### src/rtl/core/qdp_pkg.sv
// ----------------------------------------------------------------------------
// qdp_pkg
// shared types for the quadrature decoder with period measurement
// ----------------------------------------------------------------------------
package qdp_pkg;

	localparam int unsigned IN_TDATA_W  = 40;
	localparam int unsigned OUT_TDATA_W = 88;

	typedef enum logic [1:0] {
		MOVE_NONE = 2'd0,
		MOVE_FWD  = 2'd1,
		MOVE_BACK = 2'd2,
		MOVE_BAD  = 2'd3
	} move_t;

	// one edge event
	typedef struct packed {
		logic        channel;
		logic        level;
		logic [31:0] time_us;
	} ev_t;

	// one result
	typedef struct packed {
		logic signed [31:0] position;
		logic        [15:0] error_total;
		logic        [31:0] period_us;
		move_t              move_kind;
		logic        [1:0]  step_now;
	} res_t;

endpackage

### src/rtl/core/qdp_in_reg.sv
// ----------------------------------------------------------------------------
// qdp_in_reg
// input register stage, holds one edge request until the core takes it
// ----------------------------------------------------------------------------
module qdp_in_reg import qdp_pkg::*; (
	input  logic                  clk,
	input  logic                  arst_n,
	input  logic                  s_tvalid,
	output logic                  s_tready,
	input  logic [IN_TDATA_W-1:0] s_tdata,  // level, time_us
	input  logic                  s_tuser,  // channel
	input  logic                  advance,
	output logic                  valid_s1,
	output ev_t                   ev_s1
);

	logic take;

	assign s_tready = !valid_s1 || advance;
	assign take     = s_tvalid && s_tready;

	always_ff @(posedge clk or negedge arst_n) begin
		if (!arst_n) begin
			valid_s1 <= 1'b0;
		end else if (s_tready) begin
			valid_s1 <= s_tvalid;
		end
	end

	always_ff @(posedge clk) begin
		if (take) begin
			ev_s1.channel <= s_tuser;
			ev_s1.level   <= s_tdata[0];
			ev_s1.time_us <= s_tdata[32:1];
		end
	end

endmodule

### src/rtl/core/qdp_core.sv
// ----------------------------------------------------------------------------
// qdp_core
// decoder state and single-pass update of position, errors and period
// ----------------------------------------------------------------------------
module qdp_core import qdp_pkg::*; #(
	parameter int unsigned COUNT_WIDTH = 32,
	parameter int unsigned TIME_WIDTH  = 32
) (
	input  logic clk,
	input  logic arst_n,
	input  logic advance,
	input  ev_t  ev_s1,
	output res_t res
);

	logic                   level_a_q;
	logic                   level_b_q;
	logic [1:0]             prev_step_q;
	logic [COUNT_WIDTH-1:0] count_q;
	logic [15:0]            bad_q;
	logic [TIME_WIDTH-1:0]  start_q;
	logic [TIME_WIDTH-1:0]  period_q;

	logic                   a_d;
	logic                   b_d;
	logic                   changed;
	logic [1:0]             step;
	logic [1:0]             step_d;
	logic [COUNT_WIDTH-1:0] count_d;
	logic [15:0]            bad_d;
	logic [TIME_WIDTH-1:0]  now_t;
	logic [TIME_WIDTH-1:0]  start_d;
	logic [TIME_WIDTH-1:0]  period_d;
	move_t                  kind;

	assign now_t = TIME_WIDTH'(ev_s1.time_us);

	always_comb begin
		a_d      = ev_s1.channel ? level_a_q : ev_s1.level;
		b_d      = ev_s1.channel ? ev_s1.level : level_b_q;
		changed  = ev_s1.channel ? (ev_s1.level != level_b_q) : (ev_s1.level != level_a_q);
		step     = a_d ? (b_d ? 2'd3 : 2'd2) : (b_d ? 2'd0 : 2'd1);
		step_d   = prev_step_q;
		count_d  = count_q;
		bad_d    = bad_q;
		start_d  = start_q;
		period_d = period_q;
		kind     = MOVE_NONE;
		if (changed) begin
			step_d = step;
			if (step == prev_step_q + 2'd1) begin
				count_d = count_q + COUNT_WIDTH'(1);
				kind    = MOVE_FWD;
			end else if (step == prev_step_q - 2'd1) begin
				count_d = count_q - COUNT_WIDTH'(1);
				kind    = MOVE_BACK;
			end else begin
				if (bad_q != 16'hFFFF) begin
					bad_d = bad_q + 16'd1;
				end
				kind = MOVE_BAD;
			end
			// step 0 opens a cycle, step 3 closes it
			if (step == 2'd0) begin
				start_d = now_t;
			end else if (step == 2'd3) begin
				period_d = now_t - start_q;
			end
		end
	end

	assign res.position    = 32'(signed'(count_d));
	assign res.error_total = bad_d;
	assign res.period_us   = 32'(period_d);
	assign res.move_kind   = kind;
	assign res.step_now    = step_d;

	always_ff @(posedge clk or negedge arst_n) begin
		if (!arst_n) begin
			level_a_q   <= 1'b0;
			level_b_q   <= 1'b0;
			prev_step_q <= 2'd0;
			count_q     <= '0;
			bad_q       <= '0;
			start_q     <= '0;
			period_q    <= '0;
		end else if (advance) begin
			level_a_q   <= a_d;
			level_b_q   <= b_d;
			prev_step_q <= step_d;
			count_q     <= count_d;
			bad_q       <= bad_d;
			start_q     <= start_d;
			period_q    <= period_d;
		end
	end

endmodule

### src/rtl/core/qdp_out_reg.sv
// ----------------------------------------------------------------------------
// qdp_out_reg
// result register, holds one result until the sink takes it
// ----------------------------------------------------------------------------
module qdp_out_reg import qdp_pkg::*; (
	input  logic                   clk,
	input  logic                   arst_n,
	input  logic                   load,
	input  res_t                   res,
	output logic                   room,
	output logic                   m_tvalid,
	input  logic                   m_tready,
	output logic [OUT_TDATA_W-1:0] m_tdata,  // position, error_total, period_us, step_now
	output logic [1:0]             m_tuser   // move_kind
);

	res_t res_s2;

	assign room = !m_tvalid || m_tready;

	always_ff @(posedge clk or negedge arst_n) begin
		if (!arst_n) begin
			m_tvalid <= 1'b0;
		end else if (room) begin
			m_tvalid <= load;
		end
	end

	always_ff @(posedge clk) begin
		if (load) begin
			res_s2 <= res;
		end
	end

	assign m_tdata = {6'd0, res_s2.step_now, res_s2.period_us,
		res_s2.error_total, res_s2.position};
	assign m_tuser = res_s2.move_kind;

endmodule

### src/rtl/core/quadrature_decoder_with_period.sv
// ----------------------------------------------------------------------------
// quadrature_decoder_with_period
// x4 quadrature decoder with step-cycle period measurement
// ----------------------------------------------------------------------------
// Takes one edge event per request and returns one result per request. An
// event is registered, the decoder state is updated combinationally and the
// result is registered: an event's result passes from the input register into
// the result register once that has room, and a new event is taken in every cycle
// while the result side takes results; the result register sets the throughput,
// and s_tready follows m_tready combinationally when both stages are full.
module quadrature_decoder_with_period import qdp_pkg::*; #(
	parameter int unsigned COUNT_WIDTH = 32,
	parameter int unsigned TIME_WIDTH  = 32
) (
	input  logic                   clk,
	input  logic                   arst_n,
	input  logic                   s_tvalid,
	output logic                   s_tready,
	input  logic [IN_TDATA_W-1:0]  s_tdata,  // level, time_us
	input  logic                   s_tuser,  // channel
	output logic                   m_tvalid,
	input  logic                   m_tready,
	output logic [OUT_TDATA_W-1:0] m_tdata,  // position, error_total, period_us, step_now
	output logic [1:0]             m_tuser   // move_kind
);

	logic valid_s1;
	logic room;
	logic advance;
	ev_t  ev_s1;
	res_t res;

	assign advance = valid_s1 && room;

	qdp_in_reg u_in (
		.clk      (clk),
		.arst_n   (arst_n),
		.s_tvalid (s_tvalid),
		.s_tready (s_tready),
		.s_tdata  (s_tdata),
		.s_tuser  (s_tuser),
		.advance  (advance),
		.valid_s1 (valid_s1),
		.ev_s1    (ev_s1)
	);

	qdp_core #(
		.COUNT_WIDTH (COUNT_WIDTH),
		.TIME_WIDTH  (TIME_WIDTH)
	) u_core (
		.clk     (clk),
		.arst_n  (arst_n),
		.advance (advance),
		.ev_s1   (ev_s1),
		.res     (res)
	);

	qdp_out_reg u_out (
		.clk      (clk),
		.arst_n   (arst_n),
		.load     (advance),
		.res      (res),
		.room     (room),
		.m_tvalid (m_tvalid),
		.m_tready (m_tready),
		.m_tdata  (m_tdata),
		.m_tuser  (m_tuser)
	);

endmodule
### config.mk
export PLATFORM = sky130hd
export DESIGN_NAME = quadrature_decoder_with_period
export DESIGN_NICKNAME = d
export VERILOG_FILES = /design/src/rtl/core/qdp_pkg.sv /design/src/rtl/core/qdp_in_reg.sv /design/src/rtl/core/qdp_core.sv /design/src/rtl/core/qdp_out_reg.sv /design/src/rtl/core/quadrature_decoder_with_period.sv
export SDC_FILE = /design/constraint.sdc
export NUM_CORES = 1
export LEC_CHECK = 0
export ABC_AREA = 1
export CAP_MARGIN = 20
export CORE_MARGIN = 2
export CORE_UTILIZATION = 30
export CTS_BUF_LIST = sky130_fd_sc_hd__clkbuf_16
export DETAILED_ROUTE_END_ITERATION = 10
export DONT_BUFFER_PORTS = 1
export PLACE_DENSITY = 0.46
export SLEW_MARGIN = 10
export SYNTH_ARGS = -nofsm -noshare
export SYNTH_HDL_FRONTEND = slang
export SYNTH_SLANG_ARGS = --single-unit
export TNS_END_PERCENT = 1
### constraint.sdc
create_clock -name clk -period 3.5 [get_ports clk]
set_clock_uncertainty 0.05 [all_clocks]
set_input_delay 0.35 -clock clk [delete_from_list [all_inputs] [get_ports clk]]
set_output_delay 0.35 -clock clk [all_outputs]
set_load 0.01 [all_outputs]
==> impl_metrics.env, run 1 <==
export IMPL_antennaDiodeCount=0
export IMPL_drv_cap=0
export IMPL_min_path_type="in2reg"
export IMPL_grt_setup_unrepaired="no"
export IMPL_first_pass_iters=4
export IMPL_status="finished, final reports clean"
export IMPL_cp_required_ns=3.76
export IMPL_dieArea_sq_mm=0.04420
export IMPL_fin_setup_tns_ns=0
export IMPL_ys_flop_type="edfxtp_1"
export IMPL_setup_viol=0
export IMPL_crit_arrival_ns=3.36
export IMPL_stdcell_count=2152
export IMPL_ys_types=49
export IMPL_seqCellArea_sq_mm=0.006496
export IMPL_min_period_over_period_pct=88.54
export IMPL_die_w_um=210.2
export IMPL_worst_skew_pair_late_latency_ns=0.55
export IMPL_row_count=75
export IMPL_ant_nets=0
export IMPL_finish_net_count=1674
export IMPL_slew_headroom_pct=41.72
export IMPL_nFillCells=4274
export IMPL_synth_edff_count=118
export IMPL_start_util_pct=30.42
export IMPL_synthCells=1548
export IMPL_hpwlAfterDp_um=23260
export IMPL_grt_ovfl_total=0
export IMPL_cts_tree="built"
export IMPL_synth_seq_cells=236
export IMPL_path_clk_slew_ns=0.06
export IMPL_end_kind="flop"
export IMPL_grt_max_degree=119
export IMPL_start_kind="flop"
export IMPL_cts_root_buf="clkbuf_16"
export IMPL_gp_congestion=0.8576
export IMPL_routed_via_count=9853
export IMPL_antenna_found_initial=0
export IMPL_areaGrowthSynthToFinish_pct=14.70
export IMPL_yosysTopAreaCell="edfxtp_1"
export IMPL_cts_hold_buffers_added=38
export IMPL_crit_path_max_fanout=8
export IMPL_hold_ws_ns=0.3687
export IMPL_postSynth_asyncResetShare_pct=50.00
export IMPL_max_freq_mhz=322.7
export IMPL_dieHeight_um=210.2
export IMPL_cts_resized=0
export IMPL_ys_top_cells_by_count="nand2_1 (451), inv_1 (188), nor2_1 (128), dfrtp_1 (118), edfxtp_1 (118)"
export IMPL_p_per_area_mw_per_mm2=836.3
export IMPL_synthTopCellsByArea="edfxtp_1 (28%), dfrtp_1 (23%), nand2_1 (13%), inv_1 (5.5%), nand3_1 (4.5%)"
export IMPL_leakage_uw=0.006663
export IMPL_yosysWarnings=0
export IMPL_multi_input_area_sq_mm=0.005345
export IMPL_ctsHtreeMaxLevel=1
export IMPL_drc=0
export IMPL_critPathKind="reg2reg"
export IMPL_port_buffers=0
export IMPL_core_sq_mm=0.04195
export IMPL_drt_total_wl_um=32360
export IMPL_finalHoldViolations=0
export IMPL_via_per_inst=4.579
export IMPL_grt_pass1_vias=9628
export IMPL_ys_seq_area_share_pct=50.91
export IMPL_grt_pass1_wl_um=52350
export IMPL_synth_top_area_share_pct=27.77
export IMPL_drtIter0Drc=510
export IMPL_numCtsBuffers=29
export IMPL_vdd_drop_max_mv=0.3769
export IMPL_worst_r2r_setup_slack_ns=0.40
export IMPL_yosysMostFrequentCell="nand2_1"
export IMPL_grt_util_all_layers_pct=14.83
export IMPL_cts_max_path_buffers=3
export IMPL_drive_gt1_share_pct=5.890
export IMPL_synth_area_sq_mm=0.01276
export IMPL_syn_area_per_cell_sq_um=8.243
export IMPL_clock_sinks=236
export IMPL_dp_cells=2062
export IMPL_post_route_min_period_ns=3.099
export IMPL_io_pins=137
export IMPL_worstMarginPinSlew_ns=0.8742
export IMPL_maxSlewViolCount=0
export IMPL_wl_per_cell_um=15.03
export IMPL_totalPowerFinal_uw=12240
export IMPL_post_cts_buffers=0
power by group:
part	switching (uW)	internal [uW]
Sequential	695	3940
Combinational	3220	1560
Clock	1180	1650
Total	5090	7150
layout make-up:
| cell class | count | area share [%] |
|---|---|---|
| Clock buffer | 29 | 4.959 |
| Inverter | 192 | 4.959 |
| Tap cell | 539 | 4.608 |
| Timing Repair Buffer | 52 | 3.437 |
| Multi-Input combinational cell | 1081 | 36.52 |
| Sequential cell | 236 | 44.39 |
| Clock inverter | 23 | 1.128 |
logic make-up after synthesis:
group	share of synthesized area, %
muxes	0.08825
other	0.02939
AOI/OAI and AO/OA	8.561
adders and majority gates	3.687
xor gates and xnor gates	2.618
buffers and inverters	7.403
and+or+nand+nor	26.70
DFF	50.91
per-layer routing:
metal / wire (um) / global-route usage, % / vias up
met4: 942 / 4.622 / 0
met1: 14910 / 19.12 / 4485
met5: 0 / 0 / -
li1: - / - / 5144
met2: 15430 / 25.53 / 168
met3: 1064 / 2.339 / 56
registers in the layout, summed over array words and instances, names as in the netlist:
signal / flops
u_out.m_tvalid: 1
u_out.m_tdata: 82
u_in.ev_s1: 34
u_core.prev_step_q: 2
u_out.m_tuser: 2
u_core.level_b_q: 1
u_core.start_q: 32
u_core.level_a_q: 1
u_core.period_q: 32
u_core.bad_q: 16
u_in.valid_s1: 1
u_core.count_q: 32
through the flow:
stage / util (%) / cell area (sq um) / setup WS [ns]
2_1_floorplan: - / 12780 / 0.8676
3_3_place_gp: 31.82 / 13350 / 0.4504
3_5_place_dp: 31.82 / 13350 / 0.3896
4_1_cts: 34.89 / 14640 / 0.3541
5_1_grt: 34.89 / 14640 / 0.2119
6_report: 34.89 / 14640 / 0.4009
path summary, 6_finish.rpt:
kind | cells after the start | from | to
max in group asynchronous | 2 | arst_n | u_core.period_q[20]
setup reg to reg | 11 | u_in.ev_s1[33] | u_out.m_tdata[39]
min in group asynchronous | 2 | arst_n | u_core.bad_q[1]
hold reg to reg | 2 | u_core.period_q[18] | u_core.period_q[18]
setup / recovery | 11 | u_in.ev_s1[33] | u_out.m_tdata[39]
hold / removal | 1 | s_tdata[27] | u_in.ev_s1[26]
worst max-delay path, stage by stage (launching register included):
cell,delay (ns)
edfxtp_1,0.51
o21ai_0,0.41
ha_1,0.38
xor2_4,0.22
buf_4,0.20
inv_1,0.21
nand3_1,0.26
inv_2,0.21
nand2_1,0.12
inv_1,0.07
nand3_1,0.07
and2_1,0.16
cells in the final DEF, fill, tap and decap left out, types with 2 or more instances in the layout:
cell / count
o211ai_2: 2
dfrtp_1: 118
edfxtp_1: 118
bufinv_16: 2
o21ai_0: 103
nand2_2: 8
inv_6: 2
or2_1: 3
xnor2_1: 11
ha_1: 36
nand3_1: 114
nand4_1: 23
o211ai_1: 3
clkinv_1: 5
clkinv_2: 5
clkbuf_16: 29
o21ai_1: 11
buf_4: 14
inv_1: 195
a21oi_1: 70
nand3_2: 4
dlygate4sd3_1: 37
nor3_1: 24
o21a_1: 3
nor2_4: 2
inv_2: 3
or2_2: 9
a21boi_0: 5
conb_1: 6
nor2_2: 2
o21ai_2: 3
nor4_1: 4
clkinvlp_4: 2
and2_1: 19
nor2_1: 128
nand2_1: 450
xor2_1: 24
Note: power is estimated with default switching activity, not from simulation.
==> run 2: changes to the inputs <==
--- a/config.mk
+++ b/config.mk
@@ -6,13 +6,13 @@
 export NUM_CORES = 1
 export LEC_CHECK = 0
 export ABC_AREA = 1
+export BUFFER_PORTS_ARGS = -buffer_cell sky130_fd_sc_hd__buf_2
 export CAP_MARGIN = 20
 export CORE_MARGIN = 2
 export CORE_UTILIZATION = 30
 export CTS_BUF_LIST = sky130_fd_sc_hd__clkbuf_16
 export DETAILED_ROUTE_END_ITERATION = 10
-export DONT_BUFFER_PORTS = 1
-export PLACE_DENSITY = 0.46
+export PLACE_DENSITY = 0.49
 export SLEW_MARGIN = 10
 export SYNTH_ARGS = -nofsm -noshare
 export SYNTH_HDL_FRONTEND = slang
==> run 2 against run 1 <==
Against the previous run: clock power rose by 10%; power is 4.3% higher; combinational power increased by 9.4%; register-to-register slack improved by 0.02 ns; critical endpoint unchanged; critical path depth stayed put; sequential cell count did not move; via count is 4.9% higher.
==> impl_metrics.env, run 2 (synthesis results as in run 1) <==
export IMPL_drv_cap=0
export IMPL_post_cts_buffers=0
export IMPL_first_pass_iters=5
export IMPL_path_clk_slew_ns=0.06
export IMPL_start_kind="flop"
export IMPL_dieArea_sq_mm=0.04420
export IMPL_min_period_over_period_pct=88.02
export IMPL_cp_required_ns=3.76
export IMPL_cts_root_buf="clkbuf_16"
export IMPL_final_cell_mix="nand2_1 (450), inv_1 (191), nor2_1 (128), buf_2 (122)"
export IMPL_routed_via_count=10339
export IMPL_gp_congestion=0.8542
export IMPL_via_per_inst=4.549
export IMPL_dp_cells=2187
export IMPL_ctsHtreeMaxLevel=1
export IMPL_maxSlewViolCount=0
export IMPL_crit_arrival_ns=3.34
export IMPL_clock_sinks=236
export IMPL_r2r_start="u_in.ev_s1[33]"
export IMPL_post_route_min_period_ns=3.081
export IMPL_wl_per_cell_um=14.37
export IMPL_multi_input_area_sq_mm=0.005345
export IMPL_critPathKind="reg2reg"
export IMPL_slew_headroom_pct=39.83
export IMPL_io_pins=137
export IMPL_core_sq_mm=0.04195
export IMPL_worst_r2r_setup_slack_ns=0.42
export IMPL_finish_net_count=1795
export IMPL_crit_path_end="u_out.m_tdata[39]"
export IMPL_drt_total_wl_um=32670
export IMPL_start_util_pct=30.42
export IMPL_status="finished, final reports clean"
export IMPL_cts_max_path_buffers=3
export IMPL_r2r_cells=11
export IMPL_ant_nets=0
export IMPL_timing_rr_end="u_out.m_tdata[39]"
export IMPL_grt_util_all_layers_pct=14.95
export IMPL_crit_start="u_in.ev_s1[33]"
export IMPL_leakage_uw=0.007181
export IMPL_crit_path_max_fanout=8
export IMPL_seqCellArea_sq_mm=0.006496
export IMPL_largest_reg_flops=82
export IMPL_setup_viol=0
export IMPL_grt_setup_unrepaired="no"
export IMPL_nFillCells=4321
export IMPL_dieHeight_um=210.2
export IMPL_cts_tree="built"
export IMPL_port_buffers=123
export IMPL_end_kind="flop"
export IMPL_worst_skew_pair_late_latency_ns=0.55
export IMPL_fin_setup_tns_ns=0
export IMPL_grt_pass1_wl_um=53290
export IMPL_cts_resized=0
export IMPL_max_freq_mhz=324.6
export IMPL_numCtsBuffers=28
export IMPL_antennaDiodeCount=0
export IMPL_die_w_um=210.2
export IMPL_drtIter0Drc=569
export IMPL_antenna_found_initial=0
export IMPL_drc=0
export IMPL_utilization_pct=36.50
export IMPL_cts_hold_buffers_added=35
export IMPL_stdcell_count=2273
export IMPL_min_path_type="in2reg"
export IMPL_vdd_drop_max_mv=0.4501
export IMPL_grt_max_degree=78
export IMPL_hpwlAfterDp_um=23620
export IMPL_worstMarginPinSlew_ns=0.9025
export IMPL_finalHoldViolations=0
export IMPL_row_count=75
export IMPL_grt_ovfl_total=0
export IMPL_p_per_area_mw_per_mm2=833.6
export IMPL_areaGrowthSynthToFinish_pct=19.99
export IMPL_grt_pass1_vias=10094
export IMPL_drive_gt1_share_pct=12.63
export IMPL_final_common_cell="nand2_1"
## run 2: cell count changes in the layout (fill, tap and decap cells not counted)
cell and delta:
buf_2 +122, inv_1 -4, buf_16 -1, clkinv_1 +3
inv_8 -1, bufinv_16 +4, buf_4 +3, clkinv_2 -3
dlygate4sd3_1 -2
## run 2: final cells by class
class	instances	area share (%)
inverters	192	4.740
well taps	539	4.405
clock inverters	22	1.667
flip-flops and latches	236	42.43
multi-input cells	1081	34.91
clock buffers	29	4.740
repair buffers	174	7.110
## run 2: critical path, stage by stage (launching register included)
cell	delay [ns]
edfxtp_1	0.50
o21ai_0	0.42
ha_1	0.38
xor2_4	0.22
buf_4	0.20
inv_1	0.19
nand3_1	0.24
inv_2	0.21
nand2_1	0.12
inv_1	0.07
nand3_1	0.07
and2_1	0.16
## run 2: worst min path at each step
stage               startpoint         endpoint  depth (start not counted)
floorplan               arst_n  u_core.bad_q[0]                          0
global placement        arst_n  u_core.bad_q[2]                          1
detailed placement      arst_n  u_core.bad_q[6]                          1
CTS                   m_tready   u_out.m_tvalid                          4
global route          m_tready   u_out.m_tvalid                          4
finish                m_tready   u_out.m_tvalid                          4
## run 2: metrics by stage
step | hold WS [ns] | cell area [sq um] | setup WS [ns] | total power, uW
6_report | 0.04125 | 15310 | 0.4193 | 12760
4_1_cts | 0.01434 | 15310 | 0.3948 | 12920
3_3_place_gp | 0.3335 | 13980 | 0.4347 | 9640
5_1_grt | 0.03267 | 15310 | 0.1706 | 13840
3_5_place_dp | 0.3390 | 13980 | 0.4116 | 9704
2_1_floorplan | 0.004409 | 12780 | 0.8676 | 8113
## run 2: report_power, final
part | leakage, uW | switching, uW | total (uW) | internal [uW]
clock | 0.000487 | 1180 | 3110 | 1930
sequential | 0.00264 | 504 | 4430 | 3920
combinational | 0.00405 | 3470 | 5230 | 1760
## run 2: per-layer routing
metal | GRT usage, % | up-vias | wire length (um)
met5 | 0 | - | 0
met3 | 2.026 | 53 | 1088
met4 | 4.402 | 0 | 919
met1 | 19.45 | 4734 | 15000
met2 | 25.91 | 185 | 15660
li1 | - | 5367 | -
